`src/hdl/tls_pkg.sv`:
```
// Shared constants and types for the three linked stacks block.
`timescale 1ns / 1ps

package tls_pkg;

	// Store geometry
	localparam int CAPACITY = 128;
	localparam int ENTRY_W  = $clog2(CAPACITY);
	localparam int PTR_W    = $clog2(CAPACITY + 1);
	localparam int DATA_W   = 32;
	localparam int SEL_W    = 2;
	localparam int STACKS   = 3;

	// A top or link equal to the store size marks "no entry"
	localparam logic [PTR_W-1:0] NULL_MARK = PTR_W'(CAPACITY);
	localparam logic [PTR_W-1:0] FULL_MARK = PTR_W'(CAPACITY);

	// Operation codes
	localparam logic OP_PUSH = 1'b0;
	localparam logic OP_POP  = 1'b1;

	// Stack select code that names no stack
	localparam logic [SEL_W-1:0] SEL_INVALID = 2'd3;

	// Result status codes
	localparam logic [1:0] ST_OK      = 2'd0;
	localparam logic [1:0] ST_EMPTY   = 2'd1;
	localparam logic [1:0] ST_FULL    = 2'd2;
	localparam logic [1:0] ST_INVALID = 2'd3;

	// One entry of the shared store
	typedef struct packed {
		logic [DATA_W-1:0] data;
		logic [PTR_W-1:0]  link;
	} entry_t;

	// Controller to datapath
	typedef struct packed {
		logic accept;   // input beat taken this cycle
		logic load_imm; // load a result that needs no store read
		logic rd_done;  // store read data is valid, finish the pop
	} tls_cmd_t;

	// Datapath to controller
	typedef struct packed {
		logic pop_hit;  // accepted beat is a pop of a non-empty stack
	} tls_sts_t;

endpackage

```
`src/hdl/tls_ctrl.sv`:
```
// Controller: input and output handshakes and the pop read sequence.
`timescale 1ns / 1ps

module tls_ctrl import tls_pkg::*; (
	input  logic     clk,
	input  logic     arst_n,
	input  logic     in_valid,
	output logic     in_ready,
	output logic     out_valid,
	input  logic     out_ready,
	input  tls_sts_t sts,
	output tls_cmd_t cmd
);

	typedef enum logic [1:0] {
		S_IDLE = 2'b01,
		S_READ = 2'b10
	} state_t;

	state_t state_q;
	state_t state_d;
	logic   out_valid_q;
	logic   out_free;
	logic   accept;

	// Take a beat only when idle and the output slot is free or draining
	assign out_free = !out_valid_q || out_ready;
	assign in_ready = (state_q == S_IDLE) && out_free;
	assign accept   = in_valid && in_ready;

	assign cmd.accept   = accept;
	assign cmd.load_imm = accept && !sts.pop_hit;
	assign cmd.rd_done  = (state_q == S_READ);

	assign out_valid = out_valid_q;

	// Next state
	always_comb begin
		state_d = state_q;
		case (state_q)
			S_IDLE: begin
				if (accept && sts.pop_hit) begin
					state_d = S_READ;
				end
			end
			S_READ: begin
				state_d = S_IDLE;
			end
			default: begin
				state_d = S_IDLE;
			end
		endcase
	end

	// Advance state, hold result valid until the beat is taken
	always_ff @(posedge clk or negedge arst_n) begin
		if (!arst_n) begin
			state_q     <= S_IDLE;
			out_valid_q <= 1'b0;
		end else begin
			state_q <= state_d;
			if (cmd.load_imm || cmd.rd_done) begin
				out_valid_q <= 1'b1;
			end else if (out_ready) begin
				out_valid_q <= 1'b0;
			end
		end
	end

endmodule

```
`config.mk`:
```
export PLATFORM = sky130hd
export DESIGN_NAME = tls_ctrl
export DESIGN_NICKNAME = d
export VERILOG_FILES = /design/src/hdl/tls_pkg.sv /design/src/hdl/tls_ctrl.sv
export SDC_FILE = /design/constraint.sdc
export NUM_CORES = 1
export LEC_CHECK = 0
export BUFFER_PORTS_ARGS = -buffer_cell sky130_fd_sc_hd__buf_2
export CAP_MARGIN = 20
export CORE_AREA = 2 2 39 41
export DETAILED_ROUTE_END_ITERATION = 6
export DIE_AREA = 0 0 41 43
export HOLD_SLACK_MARGIN = 0.03
export PLACE_DENSITY_LB_ADDON = 0.1
export SLEW_MARGIN = 30
export SYNTH_ARGS = -nofsm -noshare
export SYNTH_HDL_FRONTEND = slang
export SYNTH_SLANG_ARGS = --single-unit
```
`constraint.sdc`:
```
create_clock -name clk -period 3.2 [get_ports clk]
set_input_delay 0.64 -clock clk [delete_from_list [all_inputs] [get_ports clk]]
set_output_delay 0.64 -clock clk [all_outputs]
set_load 0.01 [all_outputs]
```
# Word-level counts from Yosys, hierarchy flattened
# Cells that the tools add are included.
dict set report totals {
  ff_bits 3
  input_bits 5
  output_inout_bits 5
}
dict set report op_classes {
  eq_ne 3
  mux 4
  reduce_logical 9
}
# op n
set op_table {}
lappend op_table {{logical AND 1 bit} 4}
lappend op_table {{2-to-1 mux 2 bit} 2}
lappend op_table {{== test 2 x 1 -> 1 bit, second input constant} 1}
lappend op_table {{== test 2 bit, second input constant} 1}
lappend op_table {{logical NOT 1 bit} 2}
lappend op_table {{logical OR 1 bit} 2}
lappend op_table {{2-to-1 mux 1 bit} 2}
lappend op_table {{!= test 2 x 1 -> 1 bit, second input constant} 1}
lappend op_table {{nonzero test 2 bit} 1}

# Depth between registers and ports, before layout
# Gate-level depths: netlist (run 1).
dict set report depth {
  ltp_word 7
  mapped_depth 3
}

# Worst setup path after synthesis (run 1)
# No wires, ideal clock.
dict set report synth_path {
  kind {input-to-output}
  start {input out_ready}
  end {output cmd[1] (netlist bit)}
  arrival_time_ns 1.186
  path_slack_ns 1.374
  stages 2
  n_path_buf 0
  cell_sequence {nor2b_1 > nor4b_1}
}
# item line_no
set synth_rtl {}
lappend synth_rtl {{start: declaration} tls_ctrl.sv:10} ;# input logic out_ready,
lappend synth_rtl {{end: declaration} tls_ctrl.sv:12} ;# output tls_cmd_t cmd

==> results of run 1 <==
worst max path at each step:
stage,slack (ns),cells past startpoint,endpoint,start
after floorplan,1.37,2,cmd[1],out_ready
after global placement,1.23,4,cmd[1],out_ready
after detailed placement,1.24,4,cmd[1],out_ready
after CTS,1.24,4,cmd[1],out_ready
after global routing,1.12,3,cmd[1],state_q[0]
final,1.26,4,cmd[1],out_ready
registers in the layout, summed over array words and instances, names as in the netlist:
register	cells
out_valid	1
state_q	2
worst register-to-register path, delay by kind of cell, from the launching register on:
kind	cells	cell delay, ns
flip-flops	1	0.53
AND/OR/NAND/NOR	2	0.48
final cells by class:
cell class | instances | area, um2
tap | 16 | 20.0
multi-input combinational | 11 | 72.6
sequential | 3 | 76.3
fill | 167 | 1140
clock buffer | 4 | 26.3
timing repair buffer | 9 | 45.0
cell families after synthesis:
family / share of synthesized area (%)
buffers and inverters: 4.80
and+or+nand+nor: 46.4
DFF: 48.8
cells in the mapped netlist:
cell type / n
dfrtp_1: 2
nor2b_1: 2
or3_1: 2
and4bb_1: 1
buf_4: 1
dfstp_2: 1
nand2_1: 1
nand2b_1: 1
nor2_1: 1
nor3_1: 1
nor3b_1: 1
nor4b_1: 1
routing by layer:
metal / part of all wire, % / vias to the layer above
met5: 0 / -
met4: 0 / 0
met3: 15 / 0
met2: 43 / 11
met1: 42 / 58
li1: - / 76
through the flow:
stage          setup WS [ns]  total power [mW]  cell area [um2]  utilization (%)
3_3_place_gp            1.23            0.0697              214             15.5
5_1_grt                 1.12             0.147              240             17.4
6_report                1.26             0.134              240             17.4
3_5_place_dp            1.24            0.0693              214             15.5
4_1_cts                 1.24             0.138              240             17.4
2_1_floorplan           1.37            0.0596              156                -
power by group through the flow:
stage | Combinational (mW) | Sequential, mW | Clock (mW)
after detailed placement | 0.0248 | 0.0445 | 0
final | 0.0243 | 0.0440 | 0.0660
after CTS | 0.0249 | 0.0441 | 0.0690
after global placement | 0.0251 | 0.0446 | 0
after floorplan | 0.0145 | 0.0451 | 0
after global routing | 0.0284 | 0.0445 | 0.0742
==> flow_metrics.tcl, run 1 <==
set metrics [dict create \
    cts.sinks 3 \
    worst_pin_slew_ns 0.373 \
    drive_above_1_share_pct 48.1 \
    grt.met1_usage_pct 7.10 \
    final_cells 43 \
    fin_crit_sh_pct 60.6 \
    core_area_um2 1380 \
    cp_data_arrival_time_ns 1.30 \
    crit_type "in2out" \
    reg2reg_depth 2 \
    skew_ns 0.00288 \
    reg2reg_slack_ns 2.11 \
    gr-total-overflow 0 \
    antenna_cells 0 \
    cp.required_ns 2.56 \
    cap_violations 0 \
    hold_class "in2async" \
    gp_congestion 0.575 \
    cts_tree "yes" \
    ir_worst_vdd_mv 0.147 \
    first_pass_iters 3 \
    clk_latency_ns 0.23 \
    cts_repair_resize_count 0 \
    clkPwrFrac_pct 49.2 \
    totalWireLength_um 375 \
    busiest_layer "met1" \
    ant_nets 0 \
    cp-start-kind "primary input" \
    status "complete, no violations" \
    synth_top_cell_by_area "dfrtp_1" \
    fin_tns_setup_ns 0 \
    synth_fp_nets 20 \
    dp_cells 39 \
    p_int_mw 0.100 \
    path_delay_family "simple AND/OR/NAND/NOR gates" \
    area_growth_pct 53.6 \
    synth_top_area_share_pct 32.0 \
    track_usage_pct 6.13 \
    rsz0062_at_grt "no" \
    grt_first_pass_wirelength_um 648 \
    cts.htree.levels 1 \
    layout_common_cells "9 x buf_2, 3 x clkbuf_4, 2 x nor2b_1, 2 x or3_1, 2 x dfrtp_1" \
    io_buffer_count 9 \
    post_cts_buffers 0 \
    num_rows 14 \
    cp_common_cell "buf_2" \
    synth_area_leaders "dfrtp_1 32%, dfstp_2 17%, and4bb_1 8.0%" \
    synthCells 15 \
    grt_max_degree 7 \
    fmax_mhz 516 \
    setup_viol 0 \
    avgSynthCellArea_um2 10.4 \
    synth_cell_type_count 12 \
    crit_path_max_fanout 6 \
    top_level_ports 10 \
    grt_pass1_vias 149 \
    viasPerCell 3.37 \
    p_leak_nw 0.120 \
    initial_core_util_pct 11.3 \
    slew-limit-headroom_pct 75.1 \
    wire_per_inst_um 8.72 \
    cts_buffers 3 \
    slowest_stage "nor2b_1" \
    grtUsageMet2_pct 6.25 \
    synth-seq-area-share_pct 48.8 \
    die_y_um 43 \
    synth.cell_area_um2 156 \
    regToRegStartpoint "state_q[0]" \
    antenna_found_initial 0 \
    met3_usage_pct 5.24 \
    combinationalPowerShare_pct 18.1 \
    ctsHoldBuffers 0 \
    die_area_um2 1760 \
    nNetsFinal 33 \
    hold_ws_ns 0.194 \
    final_common_cell "buf_2" \
    final-hold-violation-count 0 \
    dp_hpwl_um 296 \
    fin_crit_ns 1.94 \
    drt-initial-drc-count 2 \
    clockBufferDepth 2 \
    cp.buffers_inverters 2 \
    seqPwrFrac_pct 32.7 \
    reg2reg_to "state_q[0]" \
    ys_ff_latch 3 \
    swShare_pct 25.2 \
    cts-root-buf "clkbuf_4" \
    die_w_um 41 \
    worstSetupEndpointType "output port" \
    yosysWarnings 0 \
    via_count 145 \
    crit_chain "buf_2 > nor2b_1 > nor4b_1 > buf_2" \
    power.density_nw_per_um2 559 \
    p_sw_mw 0.0338 \
    max_stage_delay_ns 0.31 \
    slew_viol_final 0 \
    path_clk_slew_ns 0.04 \
    drc 0 \
]
Note: power is estimated with default switching activity, not from simulation.
==> run 2, diff against run 1 <==
--- a/config.mk
+++ b/config.mk
@@ -5,6 +5,7 @@
 export SDC_FILE = /design/constraint.sdc
 export NUM_CORES = 1
 export LEC_CHECK = 0
+export ABC_AREA = 1
 export BUFFER_PORTS_ARGS = -buffer_cell sky130_fd_sc_hd__buf_2
 export CAP_MARGIN = 20
 export CORE_AREA = 2 2 39 41
==> constraint.sdc (replaced) <==
create_clock -name clk -period 1.64 [get_ports clk]
set_input_delay 0.328 -clock clk [delete_from_list [all_inputs] [get_ports clk]]
set_output_delay 0.328 -clock clk [all_outputs]
set_load 0.01 [all_outputs]
==> flow_metrics.tcl, run 2 <==
set metrics [dict create \
    cts_repair_resize_count 0 \
    cts-root-buf "clkbuf_4" \
    grt_max_degree 5 \
    yosysMostFrequentCell "inv_1" \
    synthAdderAreaFrac_pct 0 \
    rsz0062_at_grt "no" \
    ys_ff_latch 3 \
    synth_commonest_cells "7 x inv_1, 2 x dfrtp_1, 2 x inv_2, 2 x nand2_1, 2 x nor2_4" \
    synth_flop_cell "dfrtp_1" \
    path_clk_slew_ns 0.04 \
    core_area_um2 1380 \
    ctsHoldBuffers 1 \
    synth-xor-area-share_pct 0 \
    hold_class "in2reg" \
    antenna_cells 0 \
    worst_pin_slew_ns 0.125 \
    top_register "state_q" \
    max_stage_delay_ns 0.54 \
    drt-initial-drc-count 1 \
    power.density_nw_per_um2 1010 \
    dp_worst_setup_slack_ns 0.351 \
    combinationalPowerShare_pct 21.6 \
    cts_buffers 3 \
    worstSetupEndpointType "output port" \
    synth_top_family_by_area "simple AND/OR/NAND/NOR gates" \
    clockBufferDepth 2 \
    die_y_um 43 \
    synth.cell_area_um2 179 \
    post_cts_buffers 0 \
    final_common_cell "buf_2" \
    gr-total-overflow 0 \
    slowest_stage "dfstp_2" \
    area_growth_pct 52.4 \
    die_area_um2 1760 \
    via_count 161 \
    dp_cells 46 \
    cp-start-kind "flip-flop" \
    wire_per_inst_um 7.00 \
    cp.required_ns 1.31 \
    cap_violations 0 \
    clk_latency_ns 0.23 \
    slew-limit-headroom_pct 91.7 \
    cp_data_arrival_time_ns 1.19 \
    status "complete, no violations" \
    synth_fp_nets 27 \
    synthSimpleGateAreaFrac_pct 31.5 \
    ant_nets 0 \
    initial_core_util_pct 12.9 \
    skew_ns 0.00101 \
    hold_ws_ns 0.380 \
    synth-compound-area-share_pct 2.80 \
    final_cells 51 \
    track_usage_pct 6.12 \
    synth_area_leaders "dfrtp_1 28%, dfstp_2 15%, inv_1 15%" \
    top_level_ports 10 \
    first_pass_iters 2 \
    cts_tree "yes" \
    reg2reg_slack_ns 0.66 \
    crit_type "reg2out" \
    drc 0 \
    swShare_pct 27.7 \
    num_rows 14 \
    ir_worst_vdd_mv 0.313 \
    setup_viol 0 \
    synth-async-reset-ratio_pct 100 \
    grt_first_pass_wirelength_um 676 \
    layout_common_cells "9 x buf_2, 7 x inv_1, 3 x clkbuf_4" \
    drive_above_1_share_pct 54.3 \
    synth_top_cell_by_area "dfrtp_1" \
    die_w_um 41 \
    viasPerCell 3.16 \
    io_buffer_count 9 \
    cp.buffers_inverters 3 \
    gp_congestion 0.603 \
    final-hold-violation-count 0 \
    fin_crit_ns 1.52 \
    crit_path_max_fanout 3 \
    synthCells 22 \
    fin_crit_sh_pct 92.8 \
    clkPwrFrac_pct 46.3 \
    grt_pass1_vias 174 \
    largest_reg_flops 2 \
    synth_top_area_share_pct 28.0 \
    seqPwrFrac_pct 32.1 \
    yosysWarnings 0 \
    p_leak_nw 0.165 \
    cts.htree.levels 1 \
    setup_slack_ns 0.118 \
    synth-seq-area-share_pct 42.7 \
    power_mw 0.277 \
    fmax_mhz 657 \
    nNetsFinal 41 \
    synth_edf_count 0 \
    p_sw_mw 0.0767 \
    totalWireLength_um 357 \
    cts.sinks 3 \
    slew_viol_final 0 \
    avgSynthCellArea_um2 8.13 \
    path_delay_family "flip-flops" \
    crit_chain "inv_2 > nor2_4 > nand4_1 > inv_1 > buf_2" \
    synthMuxAreaShare_pct 0 \
    fin_tns_setup_ns 0 \
    antenna_found_initial 0 \
    synth_cell_type_count 12 \
    nFillCells 165 \
    p_int_mw 0.200 \
    dp_hpwl_um 311 \
]
[run 2: changes by cell type after synthesis, moves of 2 or more]
cell | before | now
inv_1 | 0 | 7
inv_2 | 0 | 2
nor2_4 | 0 | 2
nor2b_1 | 2 | 0
or3_1 | 2 | 0
[run 2: worst paths after layout]
kind,start,end,cells past startpoint
max,state_q[0],cmd[1],5
max reg2reg,state_q[0],state_q[0],5
min reg2reg,state_q[1],state_q[1],3
max in group asynchronous,arst_n,state_q[0],2
min,in_valid,state_q[1],3
min in group asynchronous,arst_n,out_valid,2
[run 2: layer usage]
layer,GRT usage (%),routed length (um),share of wire (%)
met1,6.75,134,38
met2,7.81,200,56
met3,3.14,21,5.9
met4,6.00,0,0
met5,0,0,0
[run 2: final cells by class]
class / instances / area (um2) / share of cell area (%)
clock buffers: 4 / 26.3 / 9.63
flip-flops and latches: 3 / 76.3 / 28.0
multi-input cells: 9 / 61.3 / 22.5
inverters: 9 / 33.8 / 12.4
well taps: 16 / 20.0 / 7.34
repair buffers: 10 / 55.1 / 20.2
[run 2: kinds of logic (layout without fill, tap and decap cells)]
group / after synthesis / in the layout
flip-flops: 3 / 3
AND/OR/NAND/NOR: 8 / 8
buffers and inverters: 10 / 23
AO/OA/AOI/OAI: 1 / 1
[run 2: worst reg2reg max path: cells and delay by family (launching register included)]
family	cells	cell delay (ns)
buffers and inverters	2	0.07
flip-flops	1	0.54
AND/OR/NAND/NOR	3	0.30
[run 2: power groups by stage]
stage	Sequential, mW	Clock, mW	Combinational [mW]
2_1_floorplan	0.0914	0	0.0383
3_3_place_gp	0.0902	0	0.0593
3_5_place_dp	0.0902	0	0.0599
4_1_cts	0.0893	0.136	0.0618
5_1_grt	0.0901	0.147	0.0702
6_report	0.0890	0.128	0.0597
[run 2: stage by stage]
stage | area, um2 | utilization, %
after CTS | 273 | 19.7
after global routing | 273 | 19.7
final | 273 | 19.7
after detailed placement | 236 | 17.1
after floorplan | 179 | -
after global placement | 236 | 17.1
==> run 3, diff against run 2 <==
--- a/config.mk
+++ b/config.mk
@@ -5,7 +5,7 @@
 export SDC_FILE = /design/constraint.sdc
 export NUM_CORES = 1
 export LEC_CHECK = 0
-export ABC_AREA = 1
+export ABC_AREA = 0
 export BUFFER_PORTS_ARGS = -buffer_cell sky130_fd_sc_hd__buf_2
 export CAP_MARGIN = 20
 export CORE_AREA = 2 2 39 41
==> flow_metrics.tcl, run 3 (synthesis results as in run 1) <==
set metrics [dict create \
    antenna_cells 0 \
    power.density_nw_per_um2 1020 \
    final_cells 44 \
    die_area_um2 1760 \
    cp.buffers_inverters 1 \
    slew-limit-headroom_pct 82.1 \
    cts_tree "yes" \
    area_growth_pct 70.4 \
    initial_core_util_pct 11.3 \
    reg2reg_slack_ns 0.57 \
    reg2reg_to "out_valid" \
    worstSetupEndpointType "output port" \
    worst_pin_slew_ns 0.267 \
    die_w_um 41 \
    grt_first_pass_wirelength_um 627 \
    dp_worst_setup_slack_ns 0.229 \
    nNetsFinal 34 \
    power_mw 0.272 \
    path_delay_family "flip-flops" \
    cp_data_arrival_time_ns 1.23 \
    regToRegStartpoint "state_q[0]" \
    die_y_um 43 \
    hold_class "in2reg" \
    final-hold-violation-count 0 \
    first_pass_iters 3 \
    ant_nets 0 \
    crit_path_end "cmd[1]" \
    rsz0062_at_grt "no" \
    worstSetupStartpoint "state_q[0]" \
    slew_viol_final 0 \
    ir_worst_vdd_mv 0.288 \
    track_usage_pct 6.12 \
    setup_slack_ns 0.0852 \
    antenna_found_initial 0 \
    core_area_um2 1380 \
    path_clk_slew_ns 0.03 \
    skew_ns 0.00172 \
    grt_pass1_vias 131 \
    fin_crit_ns 1.55 \
    crit_path_max_fanout 5 \
    nFillCells 166 \
    dp_cells 39 \
    drive_above_1_share_pct 57.1 \
    drt-initial-drc-count 1 \
    viasPerCell 3.36 \
    final_common_cell "buf_2" \
    status "complete, no violations" \
    cts.htree.levels 1 \
    gp_congestion 0.619 \
    cts-root-buf "clkbuf_4" \
    wire_per_inst_um 9.61 \
    reg2reg_depth 2 \
    max_stage_delay_ns 0.55 \
    cap_violations 0 \
    totalWireLength_um 423 \
    setup_viol 0 \
    crit_type "reg2out" \
    post_cts_buffers 0 \
    cts_buffers 3 \
    drc 0 \
    io_buffer_count 9 \
    via_count 148 \
    fin_crit_sh_pct 94.8 \
    top_level_ports 10 \
    layout_common_cells "9 x buf_2, 3 x clkbuf_4, 2 x or3_1, 2 x dfrtp_1" \
    gr-total-overflow 0 \
    slowest_stage "dfstp_2" \
    fin_tns_setup_ns 0 \
    fmax_mhz 643 \
    p_leak_nw 0.129 \
    top_register "state_q" \
    cts.sinks 3 \
    crit_chain "nand2b_4 > nor4b_2 > buf_2" \
    cp-start-kind "flip-flop" \
    cp.required_ns 1.31 \
    num_rows 14 \
    largest_reg_flops 2 \
    grt_max_degree 7 \
    clk_latency_ns 0.23 \
    path_depth 3 \
    clockBufferDepth 2 \
]
## run 3: changes by cell type in the layout (fill, tap and decap cells not counted), moves of 2 or more
| cell | change |
|---|---|
| inv_2 | -2 |
| nor2_4 | -2 |
| or3_1 | +2 |
| inv_1 | -7 |
## run 3: timing repair
item | 4_1_cts | 5_1_grt
pin swaps | 0 | 0
gates resized for setup | 1 | 2
endpoints found under the hold margin | 2 | 0
hold buffers | 1 | 0
endpoints found under the setup margin | 1 | 3
## run 3: stage by stage
step                      util, %  hold slack [ns]  cell area [um2]
after floorplan                 -           0.0324              156
after global placement       15.5            0.124              214
after detailed placement     15.5            0.126              214
after CTS                    18.5            0.360              256
after global routing         19.3            0.383              267
final                        19.3            0.368              267
## run 3: layout make-up
class                      count  area, um2  area share, %
clock buffer                   4       26.3           9.86
multi-input combinational     11       88.8           33.3
sequential                     3       76.3           28.6
tap                           16       20.0           7.51
timing repair buffer          10       55.1           20.7
## run 3: worst register-to-register path, stage by stage (launching register included)
cell and delay (ns):
dfstp_2 0.55, nor2b_1 0.06, or3_1 0.34
## run 3: worst min path at each step
stage,from,endpoint,cells past startpoint
finish,in_valid,state_q[1],3
global route,in_valid,state_q[1],3
CTS,in_valid,state_q[1],3
detailed placement,arst_n,out_valid,1
global placement,arst_n,out_valid,1
floorplan,arst_n,out_valid,0
## run 3: per-layer routing
layer	part of all wire, %	GRT usage, %	vias up
met5	0	0	-
li1	-	-	78
met4	0	6.00	0
met1	47	7.40	59
met2	39	5.94	11
met3	14	5.24	0
## run 3: where the power goes
part / switching [mW] / internal, mW
sequential: 0.00477 / 0.0827
combinational: 0.0271 / 0.0280
clock: 0.0385 / 0.0912
